## src/wsfd_pkg.sv

```systemverilog
// Package with the parser phases, header constants and result type of the frame decoder.
`timescale 1ns / 1ps

package wsfd_pkg;

    typedef enum logic [2:0] {
        PH_HDR0 = 3'd0,
        PH_HDR1 = 3'd1,
        PH_EXT  = 3'd2,
        PH_KEY  = 3'd3,
        PH_DATA = 3'd4
    } t_phase;

    localparam logic [6:0] LEN_EXT16 = 7'd126;
    localparam logic [6:0] LEN_EXT64 = 7'd127;

    localparam logic [2:0] EXT16_COUNT = 3'd1;
    localparam logic [2:0] EXT64_COUNT = 3'd7;
    localparam logic [2:0] KEY_COUNT   = 3'd3;

    typedef struct packed {
        logic [7:0] payload_byte;
        logic [3:0] frame_opcode;
        logic       frame_fin;
        logic       is_first;
        logic       is_last;
        logic       is_empty;
    } t_result;

endpackage

```

## src/wsfd_in_if.sv

```systemverilog
// Stream interface that carries received bytes into the frame decoder.
`timescale 1ns / 1ps

interface wsfd_in_if;
    logic       valid;
    logic       ready;
    logic [7:0] rx_byte;

    modport source (output valid, output rx_byte, input ready);
    modport sink   (input valid, input rx_byte, output ready);
endinterface

```

## src/wsfd_out_if.sv

```systemverilog
// Stream interface that carries decoded payload results out of the frame decoder.
`timescale 1ns / 1ps

interface wsfd_out_if;
    logic       valid;
    logic       ready;
    logic [7:0] payload_byte;
    logic [3:0] frame_opcode;
    logic       frame_fin;
    logic       is_first;
    logic       is_last;
    logic       is_empty;

    modport source (
        output valid, output payload_byte, output frame_opcode, output frame_fin,
        output is_first, output is_last, output is_empty, input ready
    );
    modport sink (
        input valid, input payload_byte, input frame_opcode, input frame_fin,
        input is_first, input is_last, input is_empty, output ready
    );
endinterface

```

## src/websocket_frame_decoder.sv

```systemverilog
// Top level of the streaming WebSocket frame decoder.
//
// Received bytes enter on i_rx, one per transaction, and frames may follow each
// other with no gap. Header bytes give no result. Each payload byte leaves on
// o_res unmasked, with the frame's opcode and FIN and first/last flags; a frame
// with an empty payload gives one marker result with is_empty set.
// Each byte is held in an input register and parsed into the result register,
// from which its result is offered on o_res. One byte is accepted every cycle
// while o_res does not stall; the single parse stage with its 64-bit length
// decrement sets that figure.
// When o_res stalls, the result register holds its transaction, the byte in
// the input register waits if it would give a result, and i_rx ready then drops.
// Bytes that give no result keep moving while the result register is full.
// Reset is synchronous and active low: both registers empty and the parser
// waits for the first header byte of a new frame.
`timescale 1ns / 1ps

module websocket_frame_decoder
    import wsfd_pkg::*;
(
    input  logic        i_clk,
    input  logic        i_rst_n,
    wsfd_in_if.sink     i_rx,
    wsfd_out_if.source  o_res
);

    logic        r_in_valid;
    logic [7:0]  r_in_byte;

    t_phase      r_phase, n_phase;
    logic [2:0]  r_ext_count, n_ext_count;
    logic [63:0] r_remaining_len, n_remaining_len;
    logic [1:0]  r_pos, n_pos;
    logic        r_first, n_first;
    logic [31:0] r_mask_key, n_mask_key;
    logic        r_mask_on, n_mask_on;
    logic [3:0]  r_cur_opcode, n_cur_opcode;
    logic        r_cur_fin, n_cur_fin;

    logic        r_out_valid;
    t_result     r_out;
    t_result     n_out;
    logic        n_produce;

    logic        hdr_done;
    logic [63:0] hdr_len;
    logic        out_free;
    logic        stage_fire;
    logic [7:0]  key_byte;

    assign out_free   = !r_out_valid || o_res.ready;
    assign stage_fire = r_in_valid && (!n_produce || out_free);
    assign i_rx.ready = !r_in_valid || stage_fire;

    always_comb begin
        unique case (r_pos)
            2'd0:    key_byte = r_mask_key[31:24];
            2'd1:    key_byte = r_mask_key[23:16];
            2'd2:    key_byte = r_mask_key[15:8];
            default: key_byte = r_mask_key[7:0];
        endcase
    end

    // Detects the last header byte of a frame and the payload length it leaves.
    always_comb begin
        hdr_done = 1'b0;
        hdr_len  = r_remaining_len;
        unique case (r_phase)
            PH_HDR1: begin
                hdr_len  = {57'd0, r_in_byte[6:0]};
                hdr_done = (r_in_byte[6:0] != LEN_EXT16) && (r_in_byte[6:0] != LEN_EXT64)
                           && !r_in_byte[7];
            end
            PH_EXT: begin
                hdr_len  = {r_remaining_len[55:0], r_in_byte};
                hdr_done = (r_ext_count == 3'd0) && !r_mask_on;
            end
            PH_KEY: begin
                hdr_done = (r_ext_count == 3'd0);
            end
            default: begin
                hdr_done = 1'b0;
            end
        endcase
    end

    always_comb begin
        n_phase = r_phase;
        unique case (r_phase)
            PH_HDR1: begin
                if (r_in_byte[6:0] == LEN_EXT16 || r_in_byte[6:0] == LEN_EXT64) begin
                    n_phase = PH_EXT;
                end else if (r_in_byte[7]) begin
                    n_phase = PH_KEY;
                end
            end
            PH_EXT: begin
                if (r_ext_count == 3'd0 && r_mask_on) begin
                    n_phase = PH_KEY;
                end
            end
            PH_KEY: begin
                n_phase = r_phase;
            end
            PH_DATA: begin
                if (r_remaining_len == 64'd1) begin
                    n_phase = PH_HDR0;
                end
            end
            default: begin
                n_phase = PH_HDR1;
            end
        endcase
        if (hdr_done) begin
            n_phase = (hdr_len == 64'd0) ? PH_HDR0 : PH_DATA;
        end
    end

    always_comb begin
        n_ext_count     = r_ext_count;
        n_remaining_len = r_remaining_len;
        n_pos           = r_pos;
        n_first         = r_first;
        n_mask_key      = r_mask_key;
        n_mask_on       = r_mask_on;
        n_cur_opcode    = r_cur_opcode;
        n_cur_fin       = r_cur_fin;
        n_produce       = 1'b0;
        n_out.payload_byte = 8'd0;
        n_out.frame_opcode = r_cur_opcode;
        n_out.frame_fin    = r_cur_fin;
        n_out.is_first     = 1'b1;
        n_out.is_last      = 1'b1;
        n_out.is_empty     = 1'b1;
        unique case (r_phase)
            PH_HDR1: begin
                n_mask_on       = r_in_byte[7];
                n_mask_key      = 32'd0;
                n_remaining_len = hdr_len;
                if (r_in_byte[6:0] == LEN_EXT16) begin
                    n_remaining_len = 64'd0;
                    n_ext_count     = EXT16_COUNT;
                end else if (r_in_byte[6:0] == LEN_EXT64) begin
                    n_remaining_len = 64'd0;
                    n_ext_count     = EXT64_COUNT;
                end else if (r_in_byte[7]) begin
                    n_ext_count = KEY_COUNT;
                end
            end
            PH_EXT: begin
                n_remaining_len = hdr_len;
                if (r_ext_count != 3'd0) begin
                    n_ext_count = r_ext_count - 3'd1;
                end else if (r_mask_on) begin
                    n_ext_count = KEY_COUNT;
                end
            end
            PH_KEY: begin
                n_mask_key = {r_mask_key[23:0], r_in_byte};
                if (r_ext_count != 3'd0) begin
                    n_ext_count = r_ext_count - 3'd1;
                end
            end
            PH_DATA: begin
                n_produce          = 1'b1;
                n_out.payload_byte = r_mask_on ? (r_in_byte ^ key_byte) : r_in_byte;
                n_out.is_first     = r_first;
                n_out.is_last      = (r_remaining_len == 64'd1);
                n_out.is_empty     = 1'b0;
                n_pos              = r_pos + 2'd1;
                n_first            = 1'b0;
                n_remaining_len    = r_remaining_len - 64'd1;
            end
            default: begin
                n_cur_fin    = r_in_byte[7];
                n_cur_opcode = r_in_byte[3:0];
            end
        endcase
        if (hdr_done) begin
            n_pos     = 2'd0;
            n_first   = 1'b1;
            n_produce = (hdr_len == 64'd0);
        end
    end

    always_ff @(posedge i_clk) begin
        if (!i_rst_n) begin
            r_in_valid <= 1'b0;
        end else if (i_rx.ready) begin
            r_in_valid <= i_rx.valid;
        end
    end

    always_ff @(posedge i_clk) begin
        if (i_rx.ready && i_rx.valid) begin
            r_in_byte <= i_rx.rx_byte;
        end
    end

    always_ff @(posedge i_clk) begin
        if (!i_rst_n) begin
            r_phase         <= PH_HDR0;
            r_ext_count     <= 3'd0;
            r_remaining_len <= 64'd0;
            r_pos           <= 2'd0;
            r_first         <= 1'b1;
            r_mask_key      <= 32'd0;
            r_mask_on       <= 1'b0;
            r_cur_opcode    <= 4'd0;
            r_cur_fin       <= 1'b0;
        end else if (stage_fire) begin
            r_phase         <= n_phase;
            r_ext_count     <= n_ext_count;
            r_remaining_len <= n_remaining_len;
            r_pos           <= n_pos;
            r_first         <= n_first;
            r_mask_key      <= n_mask_key;
            r_mask_on       <= n_mask_on;
            r_cur_opcode    <= n_cur_opcode;
            r_cur_fin       <= n_cur_fin;
        end
    end

    always_ff @(posedge i_clk) begin
        if (!i_rst_n) begin
            r_out_valid <= 1'b0;
        end else if (stage_fire && n_produce) begin
            r_out_valid <= 1'b1;
        end else if (o_res.ready) begin
            r_out_valid <= 1'b0;
        end
    end

    always_ff @(posedge i_clk) begin
        if (stage_fire && n_produce) begin
            r_out <= n_out;
        end
    end

    assign o_res.valid        = r_out_valid;
    assign o_res.payload_byte = r_out.payload_byte;
    assign o_res.frame_opcode = r_out.frame_opcode;
    assign o_res.frame_fin    = r_out.frame_fin;
    assign o_res.is_first     = r_out.is_first;
    assign o_res.is_last      = r_out.is_last;
    assign o_res.is_empty     = r_out.is_empty;

endmodule
```

## src/flat_wrapper.sv

```systemverilog
// flat-port wrapper written by rule: the top's interface ports become plain ports
module websocket_frame_decoder_flat import wsfd_pkg::*;
  (i_clk, i_rst_n, i_rx_valid, i_rx_rx_byte, i_rx_ready, o_res_valid, o_res_payload_byte, o_res_frame_opcode, o_res_frame_fin, o_res_is_first, o_res_is_last, o_res_is_empty, o_res_ready);
  wsfd_in_if i_rx_i ();
  wsfd_out_if o_res_i ();
  input  logic i_clk;
  input  logic i_rst_n;
  input wire logic [$bits(i_rx_i.valid)-1:0] i_rx_valid;
  input wire logic [$bits(i_rx_i.rx_byte)-1:0] i_rx_rx_byte;
  output wire logic [$bits(i_rx_i.ready)-1:0] i_rx_ready;
  output wire logic [$bits(o_res_i.valid)-1:0] o_res_valid;
  output wire logic [$bits(o_res_i.payload_byte)-1:0] o_res_payload_byte;
  output wire logic [$bits(o_res_i.frame_opcode)-1:0] o_res_frame_opcode;
  output wire logic [$bits(o_res_i.frame_fin)-1:0] o_res_frame_fin;
  output wire logic [$bits(o_res_i.is_first)-1:0] o_res_is_first;
  output wire logic [$bits(o_res_i.is_last)-1:0] o_res_is_last;
  output wire logic [$bits(o_res_i.is_empty)-1:0] o_res_is_empty;
  input wire logic [$bits(o_res_i.ready)-1:0] o_res_ready;
  assign i_rx_i.valid = i_rx_valid;
  assign i_rx_i.rx_byte = i_rx_rx_byte;
  assign i_rx_ready = i_rx_i.ready;
  assign o_res_valid = o_res_i.valid;
  assign o_res_payload_byte = o_res_i.payload_byte;
  assign o_res_frame_opcode = o_res_i.frame_opcode;
  assign o_res_frame_fin = o_res_i.frame_fin;
  assign o_res_is_first = o_res_i.is_first;
  assign o_res_is_last = o_res_i.is_last;
  assign o_res_is_empty = o_res_i.is_empty;
  assign o_res_i.ready = o_res_ready;
  websocket_frame_decoder u_core (.i_clk(i_clk), .i_rst_n(i_rst_n), .i_rx(i_rx_i), .o_res(o_res_i));
endmodule
```

## config.mk

```make
export PLATFORM = sky130hd
export DESIGN_NAME = websocket_frame_decoder_flat
export DESIGN_NICKNAME = d
export VERILOG_FILES = /design/src/wsfd_pkg.sv /design/src/wsfd_in_if.sv /design/src/wsfd_out_if.sv /design/src/websocket_frame_decoder.sv /design/src/flat_wrapper.sv
export SDC_FILE = /design/constraint.sdc
export NUM_CORES = 1
export LEC_CHECK = 0
export CAP_MARGIN = 40
export CORE_ASPECT_RATIO = 0.75
export CORE_MARGIN = 3
export CORE_UTILIZATION = 45
export CTS_BUF_LIST = sky130_fd_sc_hd__clkbuf_8
export CTS_CLUSTER_DIAMETER = 60
export CTS_CLUSTER_SIZE = 30
export DETAILED_ROUTE_END_ITERATION = 8
export DONT_BUFFER_PORTS = 1
export GPL_TIMING_DRIVEN = 1
export HOLD_SLACK_MARGIN = 0.12
export SETUP_SLACK_MARGIN = 0.05
export SYNTH_ARGS = -nofsm -noshare
export SYNTH_HDL_FRONTEND = slang
export SYNTH_SLANG_ARGS = --single-unit
```

## constraint.sdc

```tcl
create_clock -name i_clk -period 4 [get_ports i_clk]
set_clock_uncertainty 0.05 [all_clocks]
set_input_delay 0.8 -clock i_clk [delete_from_list [all_inputs] [get_ports i_clk]]
set_output_delay 0.8 -clock i_clk [all_outputs]
set_load 0.01 [all_outputs]
```

==> out/results.tsv, run 1 <==
metric	value	unit
synth-simple-area-share	24.6	%
pin_count	30	
viasPerCell	6.52	
rrSetupSlack	0.53	ns
place_inst	1172	
worstSetupPathType	reg2out	
power	3.73	mW
drtPass1Iterations	6	
wl	24700	µm
p_per_area	442	mW/mm²
max_freq	265	MHz
run_status	finished, final reports clean	
async_flop_share	0	%
cts_root_buf	clkbuf_8	
finalCritPeriodShare	94.5	%
antenna_found_initial	0	
synth_most_common_cell	a21oi_1	
grt_pass1_wl	39300	µm
diodes	0	
final_util	49.8	%
synth_adder_area_share	1.57	%
die_w	158	µm
drc	0	
setup-tns-final	0	ns
setup_viol	0	
synth-seq-cells	137	
die_area	0.0190	mm²
synth.distinct_cells	65	
fin_crit	3.78	ns
die_h	120	µm
power.ir.vdd_worst	0.229	mV
clk_latency	0.47	ns
start_util	46.2	%
fillers	1667	
r2r-start	u_core.r_remaining_len[50]$_SDFFE_PN0P_	
synth_commonest_cells	a21oi_1 (122), nand2_1 (115), dfxtp_1 (113), nand3_1 (78), nor2_1 (75)	
synth.top_cell.area_share	28.9	%
postCtsHoldBufs	0	
yosysWarnings	0	
cts_buffer_depth	2	
cts.sinks	137	
min_from	i_rx_rx_byte[3]	
wl_per_cell	20.5	µm
cp_max_fo	8	
worstMarginPinSlew	0.839	ns
rr_worst_depth	10	
synth.mux.area_fraction	1.02	%
vias	7875	
worst_hold_path_type	in2reg	
synth-xor-area-share	1.46	%
synth_fp_nets	1035	
cts_max_level	4	
relSlewSlack	44.0	%
synth_top_family_by_area	compound AO/OA/AOI/OAI gates	
cp.arrival	2.93	ns
whs	0.368	ns
coreArea	0.0169	mm²
ant_nets	0	
dp_hpwl	16200	µm
syn_area	0.00782	mm²
yosys.area.top_type	dfxtp_1	
synth_area_per_cell	7.72	µm²
critPathLaunch	u_core.r_remaining_len[50]$_SDFFE_PN0P_	
io_buffers	0	
clk_pin_slew	0.08	ns
synth_cells	1014	
cts_made_buffers	17	
grt_use_total	26.0	%
synth_edf_count	24	
placementRows	41	
rsz0062_at_grt	false	
cp-start-kind	flop	
cp-endpoint	i_rx_ready	
place_area	0.00804	mm²
drt_iter0_drc	1102	
drive_gt1_share	9.48	%
cap_violations	0	
design_area	0.00844	mm²
overflow	0	
endpoint_kind	output pin	
ys_seq_area_share	38.1	%
instances_no_fill	1207	
synth_area_leaders	dfxtp_1 (29%), edfxtp_1 (9.2%), a21oi_1 (7.8%)	
gp_congestion	0.928	
required	3.15	ns
setup_ws	0.219	ns
finalHoldViolations	0	
area_growth	7.85	%
p_leak	2.75	nW
cts_tree	yes	
fin_nets	1000	
synth_compound_area_share	27.3	%
r2r_end	u_core.r_remaining_len[58]$_SDFFE_PN0P_	
slew_violations	0	
grt_pass1_vias	6810	
grt_max_degree	63	
post-place-ws	0.589	ns
ys.flop_type	dfxtp_1	
==> cells by family (layout without fill, tap and decap cells) <==
logic type | Yosys count | after routing
AOI/OAI and AO/OA | 337 | 337
DFF | 137 | 137
buffers and inverters | 111 | 89
xor gates and xnor gates | 13 | 13
and+or+nand+nor | 398 | 398
muxes | 8 | 8
adders and majority gates | 10 | 10
==> repair_timing <==
| action | in CTS | in global routing |
|---|---|---|
| buffers inserted | 0 | 3 |
| setup endpoints to repair | 0 | 1 |
| resized for setup | 0 | 4 |
| endpoints found under the hold margin | 0 | 0 |
==> registers in the layout (all words and copies together), names as in the netlist <==
signal                     count
u_core.r_ext_count             3
u_core.o_res.valid             1
u_core.r_phase                 3
u_core.r_in_byte               8
u_core.o_res.frame_fin         1
u_core.r_mask_on               1
u_core.r_cur_fin               1
u_core.r_in_valid              1
u_core.o_res.payload_byte      8
u_core.o_res.is_empty          1
u_core.r_first                 1
u_core.r_cur_opcode            4
u_core.o_res.is_last           1
u_core.r_remaining_len        64
u_core.o_res.frame_opcode      4
u_core.r_pos                   2
u_core.o_res.is_first          1
u_core.r_mask_key             32
==> power by group <==
| part | switching (mW) | internal (mW) | total [mW] |
|---|---|---|---|
| logic | 0.780 | 0.349 | 1.13 |
| clock network | 0.601 | 0.489 | 1.09 |
| registers | 0.0653 | 1.44 | 1.51 |
| total | 1.45 | 2.28 | 3.73 |
==> layout by cell type (no fill, tap or decap), drive strengths merged, types with 21 or more instances in the layout <==
cell / n
a21oi: 122
buf: 40
dfxtp: 113
edfxtp: 24
inv: 23
nand2: 115
nand3: 78
nor2: 75
nor3: 44
nor4: 21
o21ai: 71
o31ai: 31
==> worst max-delay path: stages (launching register included) <==
cell	delay, ns
dfxtp_1	0.39
or4_4	0.61
nor4_2	0.31
nand4_1	0.16
o31a_1	0.40
o21ai_0	0.24
and3_2	0.28
inv_1	0.09
==> worst min path at each step <==
stage	to	slack (ns)	cells after the start
global placement	u_core.o_res.frame_fin$_DFFE_PP_	0.37	0
finish	u_core.r_in_byte[3]$_DFFE_PP_	0.37	0
detailed placement	u_core.o_res.frame_opcode[1]$_DFFE_PP_	0.37	0
CTS	u_core.r_in_byte[7]$_DFFE_PP_	0.35	0
global route	u_core.r_in_byte[3]$_DFFE_PP_	0.35	0
floorplan	u_core.o_res.frame_fin$_DFFE_PP_	0.36	0
==> per-layer routing <==
| metal | share of wire, % | track usage, % |
|---|---|---|
| met1 | 49 | 43.3 |
| met2 | 38 | 32.3 |
| met3 | 12 | 6.23 |
| met4 | 1.3 | 6.82 |
| met5 | 0 | 0 |
==> final cells by class <==
| cell class | instances | area [µm²] | share of cell area (%) |
|---|---|---|---|
| clock buffer | 17 | 234 | 2.77 |
| clock inverter | 15 | 130 | 1.54 |
| inverter | 17 | 63.8 | 0.756 |
| multi-input combinational | 766 | 4430 | 52.5 |
| sequential | 137 | 2980 | 35.3 |
| tap | 215 | 269 | 3.19 |
| timing repair buffer | 40 | 330 | 3.91 |
Note: power is estimated with default switching activity, not from simulation.
==> run 2: changes to the inputs <==
- CTS_BUF_LIST: sky130_fd_sc_hd__clkbuf_8 -> default
==> out/results.tsv, run 2 (synthesis gave the netlist of run 1 again) <==
metric	value	unit	change
instances_no_fill	1204		was 1207
rrSetupSlack	0.54	ns	was 0.53 ns
rsz0062_at_grt	false		unchanged
die_w	158	µm	unchanged
worstSetupPathType	reg2out		unchanged
use_met3	6.80	%	was 6.23%
gp_congestion	0.928		unchanged
cts.sinks	137		unchanged
post-place-ws	0.589	ns	unchanged
cts_buffer_depth	2		unchanged
drtPass1Iterations	5		was 6
grt_pass1_vias	6842		was 6810
cts_tree	yes		unchanged
layout.area.seq	0.00298	mm²	unchanged
io_buffers	0		unchanged
run_status	finished, final reports clean		unchanged
finalCritPeriodShare	94.9	%	was 94.5%
cts_root_buf	clkbuf_16		was clkbuf_8
p_per_area	480	mW/mm²	was 442 mW/mm²
setup_ws	0.204	ns	was 0.219 ns
slowest_delay	0.61	ns	about the same
antenna_found_initial	0		unchanged
gr-usage-met2	32.7	%	was 32.3%
fin_crit	3.80	ns	was 3.78 ns
placementRows	41		unchanged
wl_per_cell	20.5	µm	about the same
required	3.15	ns	about the same
grt_pass1_wl	39500	µm	was 39300 µm
vias	7838		was 7875
power.ir.vdd_worst	0.280	mV	was 0.229 mV
largest_register	u_core.r_remaining_len		unchanged
clk_latency	0.43	ns	was 0.47 ns
final_cell_mix	a21oi_1 (122), nand2_1 (115), dfxtp_1 (113)		unchanged
crit_family	simple AND/OR/NAND/NOR gates		unchanged
die_area	0.0190	mm²	unchanged
top_usage_layer	met1		unchanged
cp.arrival	2.95	ns	was 2.93 ns
max_freq	263	MHz	was 265 MHz
fillers	1646		was 1667
drt_iter0_drc	1106		was 1102
start_util	46.2	%	unchanged
area_growth	9.98	%	was 7.85%
pin_count	30		unchanged
grt_max_degree	63		unchanged
grt_use_total	26.1	%	was 26.0%
cts_setup_buffers	0		unchanged
critPathBufInv	1		unchanged
whs	0.378	ns	was 0.368 ns
cts_made_buffers	17		unchanged
p_leak	2.81	nW	was 2.75 nW
place_area	0.00804	mm²	unchanged
diodes	0		unchanged
drc	0		unchanged
fin_nets	997		was 1000
dp_hpwl	16200	µm	unchanged
worstMarginPinSlew	0.831	ns	was 0.839 ns
endpoint_kind	output pin		unchanged
worst_hold_path_type	reg2reg		was in2reg
overflow	0		unchanged
setup-tns-final	0	ns	unchanged
slowest_stage	or4_4		unchanged
multi_input_area	0.00443	mm²	about the same
setup_viol	0		unchanged
cp_max_fo	8		unchanged
ant_nets	0		unchanged
clk_pin_slew	0.06	ns	was 0.08 ns
path_cells	or4_4 > nor4_2 > nand4_1 > a221o_2 > o21ai_0 > and3_2 > inv_1		was or4_4 > nor4_2 > nand4_1 > o31a_1 > o21ai_0 > and3_2 > inv_1
finalHoldViolations	0		unchanged
viasPerCell	6.51		was 6.52
cap_violations	0		unchanged
power	4.13	mW	was 3.73 mW
wl	24700	µm	about the same
slew_violations	0		unchanged
coreArea	0.0169	mm²	unchanged
place_inst	1172		unchanged
largest_register_ffs	64		unchanged
final_util	50.8	%	was 49.8%
cp-start-kind	flop		unchanged
relSlewSlack	44.5	%	was 44.0%
ctsResizeCount	0		unchanged
use_met1	43.6	%	was 43.3%
drive_gt1_share	9.10	%	was 9.48%
reg_top3	u_core.r_remaining_len x64, u_core.r_mask_key x32		unchanged
postCtsHoldBufs	0		unchanged
design_area	0.00860	mm²	was 0.00844 mm²
cts_max_level	4		unchanged
die_h	120	µm	unchanged
layout_commonest_cell	a21oi_1		unchanged
==> run 2: cell count changes in the layout (fill, tap and decap cells not counted), sizes merged <==
cell,previous run,this run
buf,40,37
clkbuf,17,20
inv,23,20
==> run 2: worst paths after layout <==
check,startpoint,to,depth (start not counted)
setup / recovery,u_core.r_remaining_len[50]$_SDFFE_PN0P_,i_rx_ready,7
setup reg to reg,u_core.r_remaining_len[5]$_SDFFE_PN0P_,u_core.r_remaining_len[45]$_SDFFE_PN0P_,7
hold reg to reg,u_core.r_cur_opcode[1]$_SDFFE_PN0P_,u_core.o_res.frame_opcode[1]$_DFFE_PP_,0
hold / removal,u_core.r_cur_opcode[1]$_SDFFE_PN0P_,u_core.o_res.frame_opcode[1]$_DFFE_PP_,0
==> run 2: area by class of cell <==
class	count	area share, %
well taps	215	3.13
inverters	17	0.742
multi-input cells	766	51.4
flip-flops and latches	137	34.7
clock inverters	12	1.38
clock buffers	20	5.07
repair buffers	37	3.58
==> run 2: power by group <==
group | leakage (nW) | switching [mW] | internal, mW
registers | 1.14 | 0.0646 | 1.44
logic | 1.42 | 0.772 | 0.331
clock network | 0.250 | 0.662 | 0.861
total | 2.81 | 1.50 | 2.63
==> run 2: per-layer routing <==
layer  share of wire [%]  vias to the layer above
li1                    -                     3692
met1                  49                     3636
met2                  38                      471
met3                  12                       39
met4                 1.2                        0
met5                   0                        -
